==> src/sv/pgw_pkg.sv <==
`timescale 1ns / 1ps
// ----------------------------------------------------------------------------
// pgw_pkg
// Shared types and codes of the placement grid window table: operation,
// status and direction codes, register indexes, sequencer states and the
// configuration and result bundles.
// ----------------------------------------------------------------------------
package pgw_pkg;

    localparam int NUM_PIECES = 256;
    localparam int CFG_AW     = 4;

    localparam logic [8:0] EMPTY_PIECE = 9'h1FF;

    // operation codes
    localparam logic [2:0] OP_PLACE     = 3'd0;
    localparam logic [2:0] OP_LOCATE    = 3'd1;
    localparam logic [2:0] OP_READ      = 3'd2;
    localparam logic [2:0] OP_NBR_CELL  = 3'd3;
    localparam logic [2:0] OP_NBR_PIECE = 3'd4;
    localparam logic [2:0] OP_SWAP      = 3'd5;

    // status codes
    localparam logic [2:0] STAT_OK         = 3'd0;
    localparam logic [2:0] STAT_ALREADY    = 3'd1;
    localparam logic [2:0] STAT_OUTSIDE    = 3'd2;
    localparam logic [2:0] STAT_OCCUPIED   = 3'd3;
    localparam logic [2:0] STAT_NOT_PLACED = 3'd4;
    localparam logic [2:0] STAT_OFF_GRID   = 3'd5;

    // neighbour directions
    localparam logic [1:0] DIR_LEFT  = 2'd0;
    localparam logic [1:0] DIR_RIGHT = 2'd1;
    localparam logic [1:0] DIR_UP    = 2'd2;
    localparam logic [1:0] DIR_DOWN  = 2'd3;

    // configuration register indexes (byte address / 4)
    localparam logic [1:0] REG_ROWS  = 2'd0;
    localparam logic [1:0] REG_COLS  = 2'd1;
    localparam logic [1:0] REG_FIXED = 2'd2;

    typedef enum logic [3:0] {
        S_CLEAR,
        S_IDLE,
        S_EXEC,
        S_PLACE,
        S_LOC,
        S_PLOAD,
        S_NBR,
        S_CELL,
        S_SW1,
        S_SW2,
        S_SW3
    } pgw_state_t;

    // effective (saturated) puzzle size and window mode
    typedef struct packed {
        logic [4:0] rows;
        logic [4:0] cols;
        logic       fixed;
    } cfg_t;

    typedef struct packed {
        logic [2:0]        status;
        logic signed [8:0] found_piece;
        logic [4:0]        found_row;
        logic [4:0]        found_col;
        logic [8:0]        placed_count;
        logic [4:0]        box_top;
        logic [4:0]        box_left;
        logic [4:0]        box_bottom;
        logic [4:0]        box_right;
    } res_t;

endpackage

==> src/sv/pgw_regs.sv <==
`timescale 1ns / 1ps
// ----------------------------------------------------------------------------
// pgw_regs
// APB configuration registers: puzzle rows, puzzle columns and window mode.
// Hands the saturated puzzle size to the core.
// ----------------------------------------------------------------------------
module pgw_regs
    import pgw_pkg::*;
#(
    parameter int MAX_ROWS = 16,
    parameter int MAX_COLS = 16
) (
    input  logic              clk,
    input  logic              rst_n,
    input  logic              psel,
    input  logic              penable,
    input  logic              pwrite,
    input  logic [CFG_AW-1:0] paddr,
    input  logic [31:0]       pwdata,
    output logic [31:0]       prdata,
    output logic              pready,
    output cfg_t              cfg
);

    logic [4:0] rows_reg;
    logic [4:0] cols_reg;
    logic       fixed_reg;
    logic [1:0] reg_idx;
    logic       wr_en;

    assign reg_idx = paddr[3:2];
    assign wr_en   = psel && penable && pwrite;
    assign pready  = 1'b1;

    always_ff @(posedge clk or negedge rst_n)
    begin
        if (!rst_n)
        begin
            rows_reg  <= 5'd16;
            cols_reg  <= 5'd16;
            fixed_reg <= 1'b0;
        end
        else if (wr_en)
        begin
            case (reg_idx)
                REG_ROWS:  rows_reg  <= pwdata[4:0];
                REG_COLS:  cols_reg  <= pwdata[4:0];
                REG_FIXED: fixed_reg <= pwdata[0];
                default:   ;
            endcase
        end
    end

    always_comb
    begin
        case (reg_idx)
            REG_ROWS:  prdata = {27'd0, rows_reg};
            REG_COLS:  prdata = {27'd0, cols_reg};
            REG_FIXED: prdata = {31'd0, fixed_reg};
            default:   prdata = 32'd0;
        endcase
    end

    // clamp the puzzle size to 1..MAX
    always_comb
    begin
        if (rows_reg == 5'd0)
            cfg.rows = 5'd1;
        else if (32'(rows_reg) > MAX_ROWS)
            cfg.rows = 5'(MAX_ROWS);
        else
            cfg.rows = rows_reg;

        if (cols_reg == 5'd0)
            cfg.cols = 5'd1;
        else if (32'(cols_reg) > MAX_COLS)
            cfg.cols = 5'(MAX_COLS);
        else
            cfg.cols = cols_reg;

        cfg.fixed = fixed_reg;
    end

endmodule

==> config.mk <==
export PLATFORM = sky130hd
export DESIGN_NAME = pgw_regs
export DESIGN_NICKNAME = d
export VERILOG_FILES = /design/src/sv/pgw_pkg.sv /design/src/sv/pgw_regs.sv
export SDC_FILE = /design/constraint.sdc
export NUM_CORES = 1
export LEC_CHECK = 0
export BUFFER_PORTS_ARGS = -buffer_cell sky130_fd_sc_hd__buf_2
export CAP_MARGIN = 20
export CORE_AREA = 2 2 53 55
export CTS_BUF_LIST = sky130_fd_sc_hd__clkbuf_16
export CTS_CLUSTER_SIZE = 28
export DETAILED_ROUTE_END_ITERATION = 10
export DIE_AREA = 0 0 55 57
export GPL_TIMING_DRIVEN = 0
export PLACE_DENSITY_LB_ADDON = 0.15
export SLEW_MARGIN = 20
export SYNTH_ARGS = -nofsm -noshare
export SYNTH_HDL_FRONTEND = slang
export SYNTH_SLANG_ARGS = --single-unit
==> constraint.sdc <==
create_clock -name clk -period 1.4 [get_ports clk]
set_input_delay 0.07 -clock clk [delete_from_list [all_inputs] [get_ports clk]]
set_output_delay 0.07 -clock clk [all_outputs]
set_load 0.005 [all_outputs]
Word level (Yosys, flattened, before mapping)

Cells that the tools add are included.

Order comparisons: 2
Eq/ne operators: 2
Mux-type cells: 5
Reduce and logical (&&, ||, !) cells: 8

Operator list:

| operator           | count |
|---|---|
| $mux 5             | 4 |
| $pmux 5 s3         | 1 |
| $gt 5x5->1 const B | 2 |
| $logic_not 5->1    | 2 |
| $reduce_and 2->1   | 3 |
| $eq 2x1->1 const B | 1 |
| $eq 2x2->1 const B | 1 |
| $logic_and 1x1->1  | 2 |
| $logic_not 2->1    | 1 |

Bits in registers: 11
Input port bits: 41
Output and inout port bits: 44
Word-level logic and storage cells: 20

Longest topological paths before layout

Depth after elaboration: 3
Mapped depth: 4

Least setup slack after synthesis

No wires, ideal clock.

Path type: input -> register
Start point: input paddr[3]
End point: register cols_reg[0]
Library setup time: 125 ps
Data arrival time: 993 ps
Required time: 1275 ps
Slack: 282 ps
Cell stages on the path: 4
Buffers on the path: 2
Path through: buf_2 or3b_1 buf_6 mux2_4

Longest elaborated chain between the ends: 2

Ends and longest elaborated chain:

| what                       | line           | RTL |
|---|---|---|
| start, declared            | pgw_regs.sv:18 | `input logic [CFG_AW-1:0] paddr,` |
| $eq 2x1->1                 | pgw_regs.sv:45 | `case (reg_idx)` |
| $reduce_and 2->1 (no line) | n/a            |  |
| end signal, assigned       | pgw_regs.sv:47 | `REG_COLS: cols_reg <= pwdata[4:0];` |
| end, declared              | pgw_regs.sv:26 | `logic [4:0] cols_reg;` |

No other way between the ends.
A chain may end at the register's enable or synchronous reset.

Final worst setup path

Start point: register rows_reg[4]
End point: output prdata[4]

Longest elaborated chain between the ends: 1

Ends and longest elaborated chain:

| what                   | line           | RTL |
|---|---|---|
| start, declared        | pgw_regs.sv:25 | `logic [4:0] rows_reg;` |
| start signal, assigned | pgw_regs.sv:46 | `REG_ROWS: rows_reg <= pwdata[4:0];` |
| $pmux 5 s3             | pgw_regs.sv:56 | `case (reg_idx)` |
| end, declared          | pgw_regs.sv:20 | `output logic [31:0] prdata,` |

No other way between the ends.

==> summary.txt <==
pwr dens = 1180 nW/um2
footprint of the multi-input gates = 419 um2
routed wire length per instance = 9.33 um
Most Crowded Layer GR = met2
final wirelength = 1610 um
CP Buf/Inv Count = 1
leakage = 0.696 nW
Crit Path Max Fanout = 7
internal reg-to-reg setup slack = 0.58 ns
worst hold stages = 2
Synth cell types = 19
Slew HR = 0.668
grt total ovfl = 0
RR Endpoint = rows_reg[4]
port bufs = 25
Clock Path Buffers = 2
CTS Buf Count = 3
Pins Over Slew Limit = 0
status = finished, final reports clean
CP required = 1.33 ns
CP Launch Type = flop
Max Cap Violations = 0
element type at the critical path end = output pin
hold-critical path endpoint = cols_reg[1]
r2r worst-path depth = 1
hold_buf cts = 1
Worst Tran Pin Value = 0.496 ns
Hold Path Origin = pwdata[1]
Cells after Synth = 85
Post-CTS Setup Inserts = 0
H-tree Lvls = 1
die area = 3140 um2
post-synthesis cell area = 852 um2
Worst Hold Class = in2reg
met1 Track Usage GR = 0.131
Setup CP Type = reg2out
Tot GR Track Use = 0.107
critical path arrival = 1.11 ns
clk_lat worst skew = 0.23 ns
Initial Utilization = 0.326
register area = 278 um2
Final period util = 0.845
CTS tree = yes
CP max-delay cell = dfstp_2
DR iter-0 viols = 2
maximum vdd ir drop = 0.754 mV
cells along the critical path = mux2i_1, nor2_1, buf_2
IO Pins = 85
r2r startpoint = rows_reg[4]
vias per cell = 3.75
number of nets still failing antenna checks after routing = 0
fin nets = 183
CTS root buffer = clkbuf_16
setup violators final = 0
number of global-route vias before repair = 563
Yosys warnings = 0
Seq/Total Area, Yosys = 0.326
PostCTS Resize Cnt = 0
largest net degree at the start of global routing = 12
met2 Usage GRT = 0.177
Area growth, synth to finish = 41.1%
Final HPWL DP = 1320 um
synthesized area per cell = 10.0 um2
max incr delay on CP = 0.59 ns
Die X = 55 um
Yosys reg bits = 11
ratio of cells with drive above 1 in the final layout = 0.525
unrepaired setup endpoints after global routing = no
Ant. Diodes = 0
initial antenna violation count = 0
FP Rows = 19
Clock Sinks = 11
via count = 645
Max Clk Rate = 845 MHz
setup TNS = 0 ns
Residual DRC = 0
Hold Fails Final Rpt = 0
met3 Usage GRT = 0.0262
family with the most delay on the worst path = flip-flops
first-pass GRT wire length = 2440 um
post-layout minimum cycle time = 1.18 ns
Worst-path clk slew = 0.04 ns
Initial DRT Pass Iterations = 2
worst clock skew = 0 ns
fill count = 274
GPL Wtd Cong = 0.707
Die Ht = 57 um
Final Core Density = 0.460
Core Footprint = 2620 um2
-- synthesized netlist by cell type, drive strengths merged --
master | n | area share
nor2 | 8 | 0.035
buf | 32 | 0.29
nand3b | 1 | 0.0088
dfrtp | 9 | 0.26
nor3 | 3 | 0.023
nor2b | 6 | 0.044
clkbuf | 2 | 0.0088
o21ai | 1 | 0.0059
mux2 | 11 | 0.17
mux2i | 5 | 0.059
conb | 2 | 0.0088
nand3 | 1 | 0.0059
nor3b | 1 | 0.0088
or3b | 1 | 0.010
dfstp | 2 | 0.062
-- power breakdown --
group | internal, W | switching [W] | leakage, nW
registers | 0.000405 | 0.0000839 | 0.131
clock network | 0.000374 | 0.000131 | 0.0423
logic | 0.000269 | 0.000152 | 0.522
total | 0.00105 | 0.000368 | 0.696
-- worst max-delay path by stage --
stage	start	to	slack, ns	cells past startpoint
2_1_floorplan	paddr[3]	cols_reg[0]	0.28	4
6_report	rows_reg[4]	prdata[4]	0.22	3
5_1_grt	rows_reg[4]	prdata[4]	0.14	3
4_1_cts	rows_reg[4]	prdata[4]	0.19	3
3_5_place_dp	pwrite	cols_reg[3]	0.12	5
3_3_place_gp	pwrite	cols_reg[0]	0.16	5
-- layout by cell type, fill, tap and decap left out --
cell            n
nor3_2          1
mux2_2          6
buf_4          29
mux2_4          5
buf_6           2
dfstp_2         2
nor3b_1         1
conb_1         28
nor3_1          2
mux2i_1         5
nor2b_1         6
o21ai_0         1
nor2_1          8
dlygate4sd3_1   1
dfrtp_1         9
or3b_1          1
inv_1           1
clkbuf_1        2
nand3b_1        1
buf_2          26
nand3_1         1
clkbuf_16       3
-- cell type report --
type,instances,area share
buffer,34,0.210
clock buffer,3,0.0624
clock inverter,1,0.00312
multi-input combinational,66,0.349
sequential,11,0.231
tap,31,0.0323
timing repair buffer,26,0.112
-- cell families (layout without fill, tap and decap cells) --
logic type / count (synthesis) / after routing / synth area share
muxes: 16 / 16 / 0.226
AOI/OAI and AO/OA: 1 / 1 / 0.00587
and+or+nand+nor: 21 / 21 / 0.137
buffers and inverters: 34 / 64 / 0.297
DFF: 11 / 11 / 0.326
other: 2 / 28 / 0.00881
-- per-stage QoR --
step	total power, W	setup WS, ns	cells	area, um2	hold WS [ns]
after global routing	0.00150	0.137	172	1200	0.0806
after global placement	0.000912	0.159	167	1110	-0.0426
after floorplan	0.000759	0.282	111	950	-0.226
final	0.00142	0.217	172	1200	0.0805
after detailed placement	0.000920	0.125	167	1110	-0.0440
after CTS	0.00143	0.193	172	1200	0.0792
-- routing by layer --
layer / up-vias / wire length (um) / part of all wire
li1: 331 / - / -
met1: 280 / 667 / 0.42
met2: 32 / 769 / 0.48
met3: 2 / 152 / 0.095
met4: 0 / 16 / 0.010
met5: - / 0 / 0
No activity file was read; power rests on OpenSTA's default activity.
