**src/sv/pgw_pkg.sv**
```systemverilog
`timescale 1ns / 1ps
// ----------------------------------------------------------------------------
// pgw_pkg
// Shared types and codes of the placement grid window table: operation,
// status and direction codes, register indexes, sequencer states and the
// configuration and result bundles.
// ----------------------------------------------------------------------------
package pgw_pkg;

    localparam int NUM_PIECES = 256;
    localparam int CFG_AW     = 4;

    localparam logic [8:0] EMPTY_PIECE = 9'h1FF;

    // operation codes
    localparam logic [2:0] OP_PLACE     = 3'd0;
    localparam logic [2:0] OP_LOCATE    = 3'd1;
    localparam logic [2:0] OP_READ      = 3'd2;
    localparam logic [2:0] OP_NBR_CELL  = 3'd3;
    localparam logic [2:0] OP_NBR_PIECE = 3'd4;
    localparam logic [2:0] OP_SWAP      = 3'd5;

    // status codes
    localparam logic [2:0] STAT_OK         = 3'd0;
    localparam logic [2:0] STAT_ALREADY    = 3'd1;
    localparam logic [2:0] STAT_OUTSIDE    = 3'd2;
    localparam logic [2:0] STAT_OCCUPIED   = 3'd3;
    localparam logic [2:0] STAT_NOT_PLACED = 3'd4;
    localparam logic [2:0] STAT_OFF_GRID   = 3'd5;

    // neighbour directions
    localparam logic [1:0] DIR_LEFT  = 2'd0;
    localparam logic [1:0] DIR_RIGHT = 2'd1;
    localparam logic [1:0] DIR_UP    = 2'd2;
    localparam logic [1:0] DIR_DOWN  = 2'd3;

    // configuration register indexes (byte address / 4)
    localparam logic [1:0] REG_ROWS  = 2'd0;
    localparam logic [1:0] REG_COLS  = 2'd1;
    localparam logic [1:0] REG_FIXED = 2'd2;

    typedef enum logic [3:0] {
        S_CLEAR,
        S_IDLE,
        S_EXEC,
        S_PLACE,
        S_LOC,
        S_PLOAD,
        S_NBR,
        S_CELL,
        S_SW1,
        S_SW2,
        S_SW3
    } pgw_state_t;

    // effective (saturated) puzzle size and window mode
    typedef struct packed {
        logic [4:0] rows;
        logic [4:0] cols;
        logic       fixed;
    } cfg_t;

    typedef struct packed {
        logic [2:0]        status;
        logic signed [8:0] found_piece;
        logic [4:0]        found_row;
        logic [4:0]        found_col;
        logic [8:0]        placed_count;
        logic [4:0]        box_top;
        logic [4:0]        box_left;
        logic [4:0]        box_bottom;
        logic [4:0]        box_right;
    } res_t;

endpackage

```
**src/sv/pgw_core.sv**
```systemverilog
`timescale 1ns / 1ps
// ----------------------------------------------------------------------------
// pgw_core
// Request sequencer: clears the grid RAM after reset, then runs each request
// as a short read-check-write sequence on the grid RAM and the piece map RAM.
// Holds piece valid bits, placed count and bounding box.
// ----------------------------------------------------------------------------
module pgw_core
    import pgw_pkg::*;
#(
    parameter int MAX_ROWS = 16,
    parameter int MAX_COLS = 16
) (
    input  logic                 clk,
    input  logic                 rst_n,
    input  cfg_t                 cfg,
    input  logic                 start,
    output logic                 busy,
    input  logic [2:0]           op,
    input  logic [4:0]           row,
    input  logic [4:0]           col,
    input  logic [7:0]           piece,
    input  logic [7:0]           other_piece,
    input  logic [1:0]           direction,
    output logic                 done,
    output res_t                 res,
    output logic                 grid_we,
    output logic                 grid_re,
    output logic [$clog2(2*MAX_ROWS)+$clog2(2*MAX_COLS)-1:0] grid_addr,
    output logic [8:0]           grid_wdata,
    input  logic [8:0]           grid_rdata,
    output logic                 piece_we,
    output logic                 piece_re,
    output logic [7:0]           piece_addr,
    output logic [$clog2(2*MAX_ROWS)+$clog2(2*MAX_COLS)-1:0] piece_wdata,
    input  logic [$clog2(2*MAX_ROWS)+$clog2(2*MAX_COLS)-1:0] piece_rdata
);

    localparam int RW  = $clog2(2*MAX_ROWS);
    localparam int CW  = $clog2(2*MAX_COLS);
    localparam int GAW = RW + CW;

    pgw_state_t state_reg, state_next;

    logic [GAW-1:0]        clr_addr_reg, clr_addr_next;
    logic [2:0]            op_reg, op_next;
    logic [7:0]            pc_reg, pc_next;
    logic [7:0]            pc2_reg, pc2_next;
    logic [1:0]            dir_reg, dir_next;
    logic [5:0]            cur_row_reg, cur_row_next;
    logic [5:0]            cur_col_reg, cur_col_next;
    logic [NUM_PIECES-1:0] valid_reg, valid_next;
    logic [8:0]            count_reg, count_next;
    logic [4:0]            top_reg, top_next;
    logic [4:0]            left_reg, left_next;
    logic [4:0]            bottom_reg, bottom_next;
    logic [4:0]            right_reg, right_next;
    logic                  done_reg, done_next;
    logic [2:0]            status_reg, status_next;
    logic [8:0]            found_reg, found_next;
    logic [4:0]            frow_reg, frow_next;
    logic [4:0]            fcol_reg, fcol_next;

    logic [5:0] nbr_row;
    logic [5:0] nbr_col;
    logic [9:0] area;
    logic [5:0] map_row;
    logic [5:0] map_col;

    function automatic logic [GAW-1:0] cell_addr(input logic [5:0] r, input logic [5:0] c);
        cell_addr = {RW'(r), CW'(c)};
    endfunction

    function automatic logic on_grid(input logic [5:0] r, input logic [5:0] c);
        on_grid = (r < {cfg.rows, 1'b0}) && (c < {cfg.cols, 1'b0});
    endfunction

    function automatic logic in_window(input logic [5:0] r, input logic [5:0] c);
        logic [5:0] d_top;
        logic [5:0] d_bot;
        logic [5:0] d_left;
        logic [5:0] d_right;
        d_top   = (r >= {1'b0, top_reg})    ? r - {1'b0, top_reg}    : {1'b0, top_reg} - r;
        d_bot   = (r >= {1'b0, bottom_reg}) ? r - {1'b0, bottom_reg} : {1'b0, bottom_reg} - r;
        d_left  = (c >= {1'b0, left_reg})   ? c - {1'b0, left_reg}   : {1'b0, left_reg} - c;
        d_right = (c >= {1'b0, right_reg})  ? c - {1'b0, right_reg}  : {1'b0, right_reg} - c;
        if (cfg.fixed)
            in_window = (r != 6'd0) && (r <= {1'b0, cfg.rows})
                     && (c != 6'd0) && (c <= {1'b0, cfg.cols});
        else if (count_reg == 9'd0)
            in_window = 1'b1;
        else
            in_window = (d_top < {1'b0, cfg.rows}) && (d_bot < {1'b0, cfg.rows})
                     && (d_left < {1'b0, cfg.cols}) && (d_right < {1'b0, cfg.cols});
    endfunction

    function automatic logic is_placed(input logic [7:0] p);
        is_placed = ({2'b00, p} < area) && valid_reg[p];
    endfunction

    assign area    = {5'd0, cfg.rows} * {5'd0, cfg.cols};
    assign map_row = 6'(piece_rdata[GAW-1:CW]);
    assign map_col = 6'(piece_rdata[CW-1:0]);
    assign busy    = (state_reg != S_IDLE);
    assign done    = done_reg;

    always_comb
    begin
        nbr_row = cur_row_reg;
        nbr_col = cur_col_reg;
        case (dir_reg)
            DIR_LEFT:  nbr_col = cur_col_reg - 6'd1;
            DIR_RIGHT: nbr_col = cur_col_reg + 6'd1;
            DIR_UP:    nbr_row = cur_row_reg - 6'd1;
            DIR_DOWN:  nbr_row = cur_row_reg + 6'd1;
            default:   ;
        endcase
    end

    always_ff @(posedge clk or negedge rst_n)
    begin
        if (!rst_n)
        begin
            state_reg    <= S_CLEAR;
            clr_addr_reg <= '0;
            valid_reg    <= '0;
            count_reg    <= 9'd0;
            top_reg      <= 5'd0;
            left_reg     <= 5'd0;
            bottom_reg   <= 5'd0;
            right_reg    <= 5'd0;
            done_reg     <= 1'b0;
        end
        else
        begin
            state_reg    <= state_next;
            clr_addr_reg <= clr_addr_next;
            valid_reg    <= valid_next;
            count_reg    <= count_next;
            top_reg      <= top_next;
            left_reg     <= left_next;
            bottom_reg   <= bottom_next;
            right_reg    <= right_next;
            done_reg     <= done_next;
        end
    end

    always_ff @(posedge clk)
    begin
        op_reg      <= op_next;
        pc_reg      <= pc_next;
        pc2_reg     <= pc2_next;
        dir_reg     <= dir_next;
        cur_row_reg <= cur_row_next;
        cur_col_reg <= cur_col_next;
        status_reg  <= status_next;
        found_reg   <= found_next;
        frow_reg    <= frow_next;
        fcol_reg    <= fcol_next;
    end

    always_comb
    begin
        state_next    = state_reg;
        clr_addr_next = clr_addr_reg;
        op_next       = op_reg;
        pc_next       = pc_reg;
        pc2_next      = pc2_reg;
        dir_next      = dir_reg;
        cur_row_next  = cur_row_reg;
        cur_col_next  = cur_col_reg;
        valid_next    = valid_reg;
        count_next    = count_reg;
        top_next      = top_reg;
        left_next     = left_reg;
        bottom_next   = bottom_reg;
        right_next    = right_reg;
        done_next     = 1'b0;
        status_next   = status_reg;
        found_next    = found_reg;
        frow_next     = frow_reg;
        fcol_next     = fcol_reg;

        grid_we     = 1'b0;
        grid_re     = 1'b0;
        grid_addr   = cell_addr(cur_row_reg, cur_col_reg);
        grid_wdata  = EMPTY_PIECE;
        piece_we    = 1'b0;
        piece_re    = 1'b0;
        piece_addr  = pc_reg;
        piece_wdata = {RW'(cur_row_reg), CW'(cur_col_reg)};

        case (state_reg)
            S_CLEAR:
            begin
                grid_we       = 1'b1;
                grid_addr     = clr_addr_reg;
                clr_addr_next = clr_addr_reg + GAW'(1);
                if (&clr_addr_reg)
                    state_next = S_IDLE;
            end

            S_IDLE:
            begin
                if (start)
                begin
                    op_next      = op;
                    pc_next      = piece;
                    pc2_next     = other_piece;
                    dir_next     = direction;
                    cur_row_next = {1'b0, row};
                    cur_col_next = {1'b0, col};
                    status_next  = STAT_OK;
                    found_next   = EMPTY_PIECE;
                    frow_next    = 5'd0;
                    fcol_next    = 5'd0;
                    state_next   = S_EXEC;
                end
            end

            S_EXEC:
            begin
                // by default the request ends here
                state_next = S_IDLE;
                done_next  = 1'b1;
                case (op_reg)
                    OP_PLACE:
                    begin
                        if ({2'b00, pc_reg} >= area)
                            status_next = STAT_NOT_PLACED;
                        else if (valid_reg[pc_reg])
                            status_next = STAT_ALREADY;
                        else if (!on_grid(cur_row_reg, cur_col_reg))
                            status_next = STAT_OFF_GRID;
                        else if (!in_window(cur_row_reg, cur_col_reg))
                            status_next = STAT_OUTSIDE;
                        else
                        begin
                            grid_re    = 1'b1;
                            state_next = S_PLACE;
                            done_next  = 1'b0;
                        end
                    end
                    OP_LOCATE, OP_NBR_PIECE:
                    begin
                        if (!is_placed(pc_reg))
                            status_next = STAT_NOT_PLACED;
                        else
                        begin
                            piece_re   = 1'b1;
                            state_next = (op_reg == OP_LOCATE) ? S_LOC : S_PLOAD;
                            done_next  = 1'b0;
                        end
                    end
                    OP_READ:
                    begin
                        if (!on_grid(cur_row_reg, cur_col_reg))
                            status_next = STAT_OFF_GRID;
                        else if (!in_window(cur_row_reg, cur_col_reg))
                            status_next = STAT_OUTSIDE;
                        else
                        begin
                            grid_re    = 1'b1;
                            state_next = S_CELL;
                            done_next  = 1'b0;
                        end
                    end
                    OP_NBR_CELL:
                    begin
                        state_next = S_NBR;
                        done_next  = 1'b0;
                    end
                    OP_SWAP:
                    begin
                        if (!is_placed(pc_reg) || !is_placed(pc2_reg))
                            status_next = STAT_NOT_PLACED;
                        else if (pc_reg != pc2_reg)
                        begin
                            piece_re   = 1'b1;
                            state_next = S_SW1;
                            done_next  = 1'b0;
                        end
                    end
                    default: ;
                endcase
            end

            S_PLACE:
            begin
                state_next = S_IDLE;
                done_next  = 1'b1;
                if (grid_rdata != EMPTY_PIECE)
                    status_next = STAT_OCCUPIED;
                else
                begin
                    grid_we            = 1'b1;
                    grid_wdata         = {1'b0, pc_reg};
                    piece_we           = 1'b1;
                    valid_next[pc_reg] = 1'b1;
                    count_next         = count_reg + 9'd1;
                    if (!cfg.fixed)
                    begin
                        if (count_reg == 9'd0)
                        begin
                            top_next    = cur_row_reg[4:0];
                            bottom_next = cur_row_reg[4:0];
                            left_next   = cur_col_reg[4:0];
                            right_next  = cur_col_reg[4:0];
                        end
                        else
                        begin
                            if (cur_row_reg[4:0] < top_reg)    top_next    = cur_row_reg[4:0];
                            if (cur_row_reg[4:0] > bottom_reg) bottom_next = cur_row_reg[4:0];
                            if (cur_col_reg[4:0] < left_reg)   left_next   = cur_col_reg[4:0];
                            if (cur_col_reg[4:0] > right_reg)  right_next  = cur_col_reg[4:0];
                        end
                    end
                    found_next = {1'b0, pc_reg};
                    frow_next  = cur_row_reg[4:0];
                    fcol_next  = cur_col_reg[4:0];
                end
            end

            S_LOC:
            begin
                found_next = {1'b0, pc_reg};
                frow_next  = map_row[4:0];
                fcol_next  = map_col[4:0];
                state_next = S_IDLE;
                done_next  = 1'b1;
            end

            S_PLOAD:
            begin
                cur_row_next = map_row;
                cur_col_next = map_col;
                state_next   = S_NBR;
            end

            S_NBR:
            begin
                state_next = S_IDLE;
                done_next  = 1'b1;
                if (!on_grid(cur_row_reg, cur_col_reg))
                    status_next = STAT_OFF_GRID;
                else if (!in_window(cur_row_reg, cur_col_reg))
                    status_next = STAT_OUTSIDE;
                else if (!on_grid(nbr_row, nbr_col))
                    status_next = STAT_OFF_GRID;
                else if (!in_window(nbr_row, nbr_col))
                    status_next = STAT_OUTSIDE;
                else
                begin
                    grid_re      = 1'b1;
                    grid_addr    = cell_addr(nbr_row, nbr_col);
                    cur_row_next = nbr_row;
                    cur_col_next = nbr_col;
                    state_next   = S_CELL;
                    done_next    = 1'b0;
                end
            end

            S_CELL:
            begin
                found_next = grid_rdata;
                frow_next  = cur_row_reg[4:0];
                fcol_next  = cur_col_reg[4:0];
                state_next = S_IDLE;
                done_next  = 1'b1;
            end

            S_SW1:
            begin
                // hold cell of the first piece, fetch cell of the second
                cur_row_next = map_row;
                cur_col_next = map_col;
                piece_re     = 1'b1;
                piece_addr   = pc2_reg;
                state_next   = S_SW2;
            end

            S_SW2:
            begin
                // grid holds each placed piece at its mapped cell, so no grid read
                grid_we      = 1'b1;
                grid_wdata   = {1'b0, pc2_reg};
                piece_we     = 1'b1;
                piece_addr   = pc2_reg;
                cur_row_next = map_row;
                cur_col_next = map_col;
                state_next   = S_SW3;
            end

            S_SW3:
            begin
                grid_we    = 1'b1;
                grid_wdata = {1'b0, pc_reg};
                piece_we   = 1'b1;
                state_next = S_IDLE;
                done_next  = 1'b1;
            end

            default:
            begin
                state_next = S_IDLE;
            end
        endcase
    end

    always_comb
    begin
        res.status       = status_reg;
        res.found_piece  = $signed(found_reg);
        res.found_row    = frow_reg;
        res.found_col    = fcol_reg;
        res.placed_count = count_reg;
        if (cfg.fixed)
        begin
            res.box_top    = 5'd1;
            res.box_left   = 5'd1;
            res.box_bottom = cfg.rows;
            res.box_right  = cfg.cols;
        end
        else
        begin
            res.box_top    = top_reg;
            res.box_left   = left_reg;
            res.box_bottom = bottom_reg;
            res.box_right  = right_reg;
        end
    end

`ifndef NO_ASSERTIONS
    a_done_pulse: assert property (@(posedge clk) disable iff (!rst_n)
        done_reg |=> !done_reg)
        else $error("result strobe held longer than one cycle");

    a_done_after_work: assert property (@(posedge clk) disable iff (!rst_n)
        done_reg |-> $past(busy))
        else $error("result strobe without a request in flight");

    a_count_step: assert property (@(posedge clk) disable iff (!rst_n)
        !$stable(count_reg) |-> ($past(state_reg) == S_PLACE)
                                && (count_reg == $past(count_reg) + 9'd1))
        else $error("placed count moved outside a placement");

    a_grid_write_src: assert property (@(posedge clk) disable iff (!rst_n)
        grid_we |-> (state_reg == S_CLEAR || state_reg == S_PLACE
                     || state_reg == S_SW2 || state_reg == S_SW3))
        else $error("grid write from an unexpected state");
`endif

endmodule

```
**config.mk**
```make
export PLATFORM = sky130hd
export DESIGN_NAME = pgw_core
export DESIGN_NICKNAME = d
export VERILOG_FILES = /design/src/sv/pgw_pkg.sv /design/src/sv/pgw_core.sv
export SDC_FILE = /design/constraint.sdc
export NUM_CORES = 1
export LEC_CHECK = 0
export BUFFER_PORTS_ARGS = -buffer_cell sky130_fd_sc_hd__buf_2
export CAP_MARGIN = 20
export CORE_UTILIZATION = 50
export DETAILED_ROUTE_END_ITERATION = 16
export PLACE_DENSITY = 0.68
export RECOVER_POWER = 50
export SYNTH_ARGS = -nofsm -noshare
export SYNTH_HDL_FRONTEND = slang
export SYNTH_SLANG_ARGS = --single-unit
```
**constraint.sdc**
```tcl
create_clock -name clk -period 8.99 [get_ports clk]
set_input_delay 0 -clock clk [delete_from_list [all_inputs] [get_ports clk]]
set_output_delay 0 -clock clk [all_outputs]
set_load 0.01 [all_outputs]
```
### Word-level counts from Yosys, hierarchy flattened

Cells that the tools add are included.

| storage, ports and cells | value |
|---|---|
| flip-flop bits (word level) | 355 |
| word-level logic and storage cells | 304 |
| output and inout port bits | 94 |
| input bits | 64 |

| cells by class | value |
|---|---|
| add/subtract/negate cells | 22 |
| reductions and logical operators | 52 |
| multiplexer cells | 138 |
| magnitude comparators | 34 |
| multipliers | 1 |
| equality and inequality tests | 35 |
| bitwise gates (word level) | 3 |

Operator list:

| operator | number |
|---|---|
| $or 256x256->256 | 1 |
| $mux 6 | 18 |
| $mux 3 | 21 |
| $mux 5 | 11 |
| $ge 6x5->1 | 8 |
| $lt 6x5->1 | 8 |
| $sub 5x6->6 | 8 |
| $sub 6x5->6 | 8 |
| $mux 1 | 47 |
| $mux 10 | 4 |
| $pmux 5 s4 | 2 |
| $pmux 6 s3 | 2 |
| $pmux 9 s4 | 1 |
| $pmux 4 s7 | 1 |
| $mux 9 | 3 |
| $pmux 9 s3 | 1 |
| $le 6x5->1 | 4 |
| $lt 6x6->1 | 4 |
| $pmux 3 s4 | 2 |
| $pmux 6 s2 | 2 |
| $reduce_bool 6->1 | 4 |
| $lt 8x10->1 | 2 |
| $mux 20 | 1 |
| $pmux 10 s2 | 1 |
| other kinds (57) | 121 |

### Logic depth before layout (Yosys ltp)

| logic depth | value |
|---|---|
| word-level depth | 19 |
| mapped depth | 29 |
| gate-level depth less buffers | 26 |

### Worst setup path before layout

Ideal clock, no wire load.

| timing path | value |
|---|---|
| path type | reg2reg |
| start point | reg dir_reg[1] |
| end point | reg cur_col_reg[0] (enable) |
| path slack | 2.304 ns |
| stages on the path, launching flop included | 27 |
| arrival | 6.299 ns |
| data required time | 8.603 ns |
| clock period less this slack | 6.686 ns |
| library setup time | 0.387 ns |
| buffers on the path | 4 |
| cells stage by stage | edfxtp_1 buf_4 clkbuf_1 clkbuf_1 nand2_1 ha_1 a21oi_1 nand2_1 xor2_1 nand2_1 o21ai_0 ha_1 a21o_1 a41o_1 a211oi_4 mux2i_1 xnor2_1 ha_1 o21ai_0 a21oi_1 nor4_1 nand2_1 a2111oi_2 o311ai_1 or3_1 buf_4 a22oi_1 |

| between the ends | value |
|---|---|
| cells in the longest elaborated chain, start to end | 16 |
| elaborated cells between the ends (all ways) | 48 |
| classes of those cells | add/sub: 8; order compare: 12; eq/ne: 5; mux: 12; reduce/logical: 11 |

Ends and longest elaborated chain:

| what | line | text |
|---|---|---|
| start: declaration | pgw_core.sv:49 | `logic [1:0] dir_reg, dir_next;` |
| start signal: assignment | pgw_core.sv:153 | `dir_reg <= dir_next;` |
| $eq 2x2->1 | pgw_core.sv:111 | `case (dir_reg)` |
| $pmux 6 s2 | pgw_core.sv:111 |  |
| $sub 5x6->6, or another cell as far along | pgw_core.sv:83 | `d_top = (r >= {1'b0, top_reg}) ? r - {1'b0, top_reg} : {1'b0, top_reg} - r;` |
| $mux 6 (on tied branches) | pgw_core.sv:83, pgw_core.sv:84 |  |
| $lt 6x5->1 | pgw_core.sv:93 | `in_window = (d_top < {1'b0, cfg.rows}) && (d_bot < {1'b0, cfg.rows})` |
| $logic_and 1x1->1 | pgw_core.sv:93 |  |
| $logic_and 1x1->1 (2 in series) | pgw_core.sv:94 | `&& (d_left < {1'b0, cfg.cols}) && (d_right < {1'b0, cfg.cols});` |
| $mux 1 | pgw_core.sv:90 | `else if (count_reg == 9'd0)` |
| $mux 1 | pgw_core.sv:87 | `if (cfg.fixed)` |
| $mux 1 | pgw_core.sv:348 | `else if (!on_grid(nbr_row, nbr_col))` |
| $mux 1 | pgw_core.sv:346 | `else if (!in_window(cur_row_reg, cur_col_reg))` |
| $mux 1 | pgw_core.sv:344 | `if (!on_grid(cur_row_reg, cur_col_reg))` |
| $mux 1 | pgw_core.sv:193 | `case (state_reg)` |
| $ne 2x2->1 (no line) | n/a |  |
| $reduce_and 6->1 (no line) * | n/a |  |
| end signal: assignment | pgw_core.sv:155 | `cur_col_reg <= cur_col_next;` |
| end: declaration | pgw_core.sv:51 | `logic [5:0] cur_col_reg, cur_col_next;` |

Mark *: on every way between the ends. The rest lies on a longest branch, timed or not. The select of a mux whose other input is x is not followed.
A chain may end at the register's enable or synchronous reset.

### Worst setup path after layout

| timing path | value |
|---|---|
| start point | reg dir_reg[1] |
| end point | reg cur_row_reg[3] (enable) |

| between the ends | value |
|---|---|
| cells in the longest elaborated chain, start to end | 16 |
| elaborated cells between the ends (all ways) | 48 |
| classes of those cells | add/sub: 8; order compare: 12; eq/ne: 5; mux: 12; reduce/logical: 11 |

Ends and longest elaborated chain:

| what | line | text |
|---|---|---|
| $eq 2x2->1 | pgw_core.sv:111 |  |
| $pmux 6 s2 | pgw_core.sv:111 |  |
| $sub 5x6->6, or another cell as far along | pgw_core.sv:83 |  |
| $mux 6 (on tied branches) | pgw_core.sv:83, pgw_core.sv:84 |  |
| $lt 6x5->1 | pgw_core.sv:93 |  |
| $logic_and 1x1->1 | pgw_core.sv:93 |  |
| $logic_and 1x1->1 (2 in series) | pgw_core.sv:94 |  |
| $mux 1 | pgw_core.sv:90 |  |
| $mux 1 | pgw_core.sv:87 |  |
| $mux 1 | pgw_core.sv:348 |  |
| $mux 1 | pgw_core.sv:346 |  |
| $mux 1 | pgw_core.sv:344 |  |
| $mux 1 | pgw_core.sv:193 |  |
| $ne 2x2->1 (no line) | n/a |  |
| $reduce_and 6->1 (no line) * | n/a |  |
| end signal: assignment | pgw_core.sv:154 | `cur_row_reg <= cur_row_next;` |
| end: declaration | pgw_core.sv:50 | `logic [5:0] cur_row_reg, cur_row_next;` |

Marked as above.

==> results.sh <==
export IMPL_vias_per_cell=6.52
export IMPL_clkSinkCount=355
export IMPL_post_dp_hpwl_mm=59.7
export IMPL_max_freq_ghz=0.127
export IMPL_area_delta_synth_final_pct=12.8
export IMPL_drc_errors=0
export IMPL_outcome="finished, violations left"
export IMPL_hold_viol=0
export IMPL_finalCriticalPeriod_ps=7840
export IMPL_yosys_warnings=0
export IMPL_crit_path_start_kind="register"
export IMPL_fp_dieW_um=225
export IMPL_core_area_um2=49100
export IMPL_fin_cells=3225
export IMPL_hold_buffers=55
export IMPL_synthesis_nets=2660
export IMPL_worst_hold_slack_ps=123
export IMPL_cts_buffers_inserted=40
export IMPL_dieArea_um2=50800
export IMPL_nNetsFinal=2814
export IMPL_cts_resized=0
export IMPL_largest_register_ffs=256
export IMPL_r2r_end="cur_row_reg[3]$_DFFE_PP_"
export IMPL_crit_path_end_kind="register"
export IMPL_post_cts_buffers=0
export IMPL_initial_core_util_pct=50.8
export IMPL_slew_headroom_pct=-320
export IMPL_wl_mm=84.8
export IMPL_fin_crit_sh_pct=87.2
export IMPL_rsz0062_at_grt="no"
export IMPL_drtIter0Drc=1875
export IMPL_synth_edf_count=55
export IMPL_final_util_pct=57.4
export IMPL_r2r_setup_slack_ps=1150
export IMPL_p_leak_nw=13.3
export IMPL_fin_area_um2=28100
export IMPL_path_max_fanout=27
export IMPL_cts_clk_slew_worst_paths_ps=60
export IMPL_slew_viol_final=116
export IMPL_drt_pre_antenna_iters=6
export IMPL_clk_latency_ps=590
export IMPL_path_class="register to register"
export IMPL_ys_async_sr_fraction_pct=84.5
export IMPL_hold_path_class="input port to register"
export IMPL_antenna_found_initial=2
export IMPL_synth_flop_cell="dfrtp_1"
export IMPL_min_delay_start="piece[0]"
export IMPL_gr_total_overflow=0
export IMPL_hold_depth=2
export IMPL_startpoint="dir_reg[1]$_DFFE_PP_"
export IMPL_htreeDepth=2
export IMPL_placed_area_um2=26300
export IMPL_grt_max_degree=187
export IMPL_ant_nets=0
export IMPL_syn_inst=2374
export IMPL_ir_worst_vdd_v=0.000197
export IMPL_via_count=21000
export IMPL_min_to="pc_reg[0]$_DFFE_PP_"
export IMPL_grt_usage_pct=33.5
export IMPL_fillCellCount=4257
export IMPL_dp_cells=3091
export IMPL_ios=158
export IMPL_cp_required_ps=9180
export IMPL_p_per_area_nw_per_um2=191
export IMPL_tightestPinTransition_ps=6300
export IMPL_cts_tree="done"
export IMPL_drive_above_1_share_pct=13.6
export IMPL_rr_startpoint="dir_reg[1]$_DFFE_PP_"
export IMPL_crit_slowest_cell="a22oi_1"
export IMPL_syn_area_um2=24900
export IMPL_wl_per_cell_um=26.3
export IMPL_routabilityCongestion=0.978
export IMPL_fin_ws_ps=1150
export IMPL_violations="capacitance limit, slew limit"
export IMPL_synth_cell_types=84
export IMPL_pre_cts_ws_ps=1120
export IMPL_crit_chain="buf_4, inv_2, nand2_1, inv_1, fa_1, xnor2_1, mux2i_1, inv_1, ha_1, nor2b_1, o31a_1, o21a_1, nor3_1, mux2i_1, ha_1, a21boi_0, o21ai_0, a21oi_1, nor4_1, nand2_1, a2111oi_2, o311ai_1, or3_1, a22oi_1"
export IMPL_tns_ps=0
export IMPL_port_buffer_count=157
export IMPL_power_mw=5.37
export IMPL_die_h_um=225
export IMPL_ff2ff_path_depth=24
export IMPL_clock_skew_ps=26.4
export IMPL_grt_pass1_vias=20800
export IMPL_postSynthAreaPerCell_um2=10.5
export IMPL_synth_seq_cells=355
export IMPL_clock_path_buffers=3
export IMPL_arrival_ps=8030
export IMPL_rows=81
export IMPL_root_buffer="clkbuf_16"
export IMPL_ys_seq_area_share_pct=36.7
export IMPL_grt_pass1_wl_mm=128
export IMPL_drv_cap=1
export IMPL_final_setup_viol_count=0
export IMPL_slowest_delay_ps=970
[area by class of cell]
type	instances	area (um^2)	share of cell area [%]
antenna	1	2.50	0.00889
clock buffer	59	1170	4.17
clock inverter	15	221	0.787
inverter	118	443	1.57
multi-input combinational	1760	14700	52.3
sequential	355	9160	32.6
tap	664	831	2.95
timing repair buffer	253	1600	5.68
[worst max path at each step]
| stage | endpoint | slack (ps) | cells past startpoint |
|---|---|---|---|
| floorplan | cur_col_reg[0]$_DFFE_PP_ | 2300 | 26 |
| global placement | cur_row_reg[2]$_DFFE_PP_ | 1410 | 21 |
| detailed placement | cur_row_reg[3]$_DFFE_PP_ | 1120 | 21 |
| CTS | cur_col_reg[1]$_DFFE_PP_ | 1130 | 24 |
| global route | cur_row_reg[3]$_DFFE_PP_ | 540 | 24 |
| finish | cur_row_reg[3]$_DFFE_PP_ | 1150 | 24 |
[routing by layer]
layer / track usage, % / share of wire, % / up-vias
met5: 0 / 0 / -
met4: 17.6 / 5.6 / 0
met3: 5.36 / 7.4 / 302
met2: 54.8 / 48 / 1064
met1: 42.9 / 39 / 10600
li1: - / - / 9117
[synthesized netlist by cell type (28+ instances only)]
library cell | count | area, um^2
dfrtp_1 | 300 | 7510
nand2_1 | 197 | 739
ha_1 | 195 | 2440
a21o_1 | 150 | 1130
o21bai_1 | 138 | 1040
o21ai_0 | 130 | 651
nor2_1 | 121 | 454
inv_1 | 114 | 428
mux4_2 | 107 | 2410
clkbuf_1 | 88 | 330
mux2i_1 | 79 | 791
a21oi_1 | 71 | 355
edfxtp_1 | 55 | 1650
a22oi_1 | 41 | 308
nand3_1 | 41 | 205
xnor2_1 | 41 | 359
nor2b_1 | 38 | 238
nor3_1 | 34 | 170
mux2_2 | 28 | 315
[critical path: cells and delay by family (launching register included)]
family                     cells  cell delay (ps)
AOI/OAI and AO/OA              8             2410
xor gates and xnor gates       1              140
adders and majority gates      3             1090
buffers and inverters          4              850
DFF                            1              320
muxes                          2              690
and+or+nand+nor                6             1930
[power by group]
part	internal [mW]	switching [mW]	total [mW]
Sequential	1.69	0.111	1.81
Clock	1.03	0.718	1.75
Combinational	0.680	1.13	1.81
[logic make-up (layout without fill, tap and decap cells)]
kind of cell    Yosys count  in the layout  synth area share, %
other cells               0              1                    0
mux                     214            214                 14.1
flops                   355            355                 36.7
simple gates            549            549                 10.5
fa+ha+maj               224            224                 12.0
xor+xnor                 58             58                 2.04
compound gates          715            715                 20.2
buf+inv                 259            445                 4.43
[cells in the final DEF, fill, tap and decap left out, types with 17 or more instances in the layout]
cell type / synthesis / final
a21o_1: 150 / 150
a21oi_1: 71 / 70
a22oi_1: 41 / 41
and2_1: 18 / 18
buf_2: 17 / 85
buf_4: 20 / 32
clkbuf_1: 88 / 86
clkbuf_16: 0 / 41
dfrtp_1: 300 / 300
dlygate4sd3_1: 0 / 55
edfxtp_1: 55 / 55
fa_1: 27 / 27
ha_1: 195 / 195
inv_1: 114 / 114
mux2_2: 28 / 28
mux2i_1: 79 / 79
mux4_2: 107 / 107
nand2_1: 197 / 197
nand2b_1: 23 / 23
nand3_1: 41 / 41
nand4_1: 19 / 19
nor2_1: 121 / 121
nor2b_1: 38 / 38
nor3_1: 34 / 33
o21ai_0: 130 / 130
o21bai_1: 138 / 138
o22ai_1: 21 / 21
xnor2_1: 41 / 41
xor2_1: 17 / 17
No activity file was read; power rests on OpenSTA's default activity.
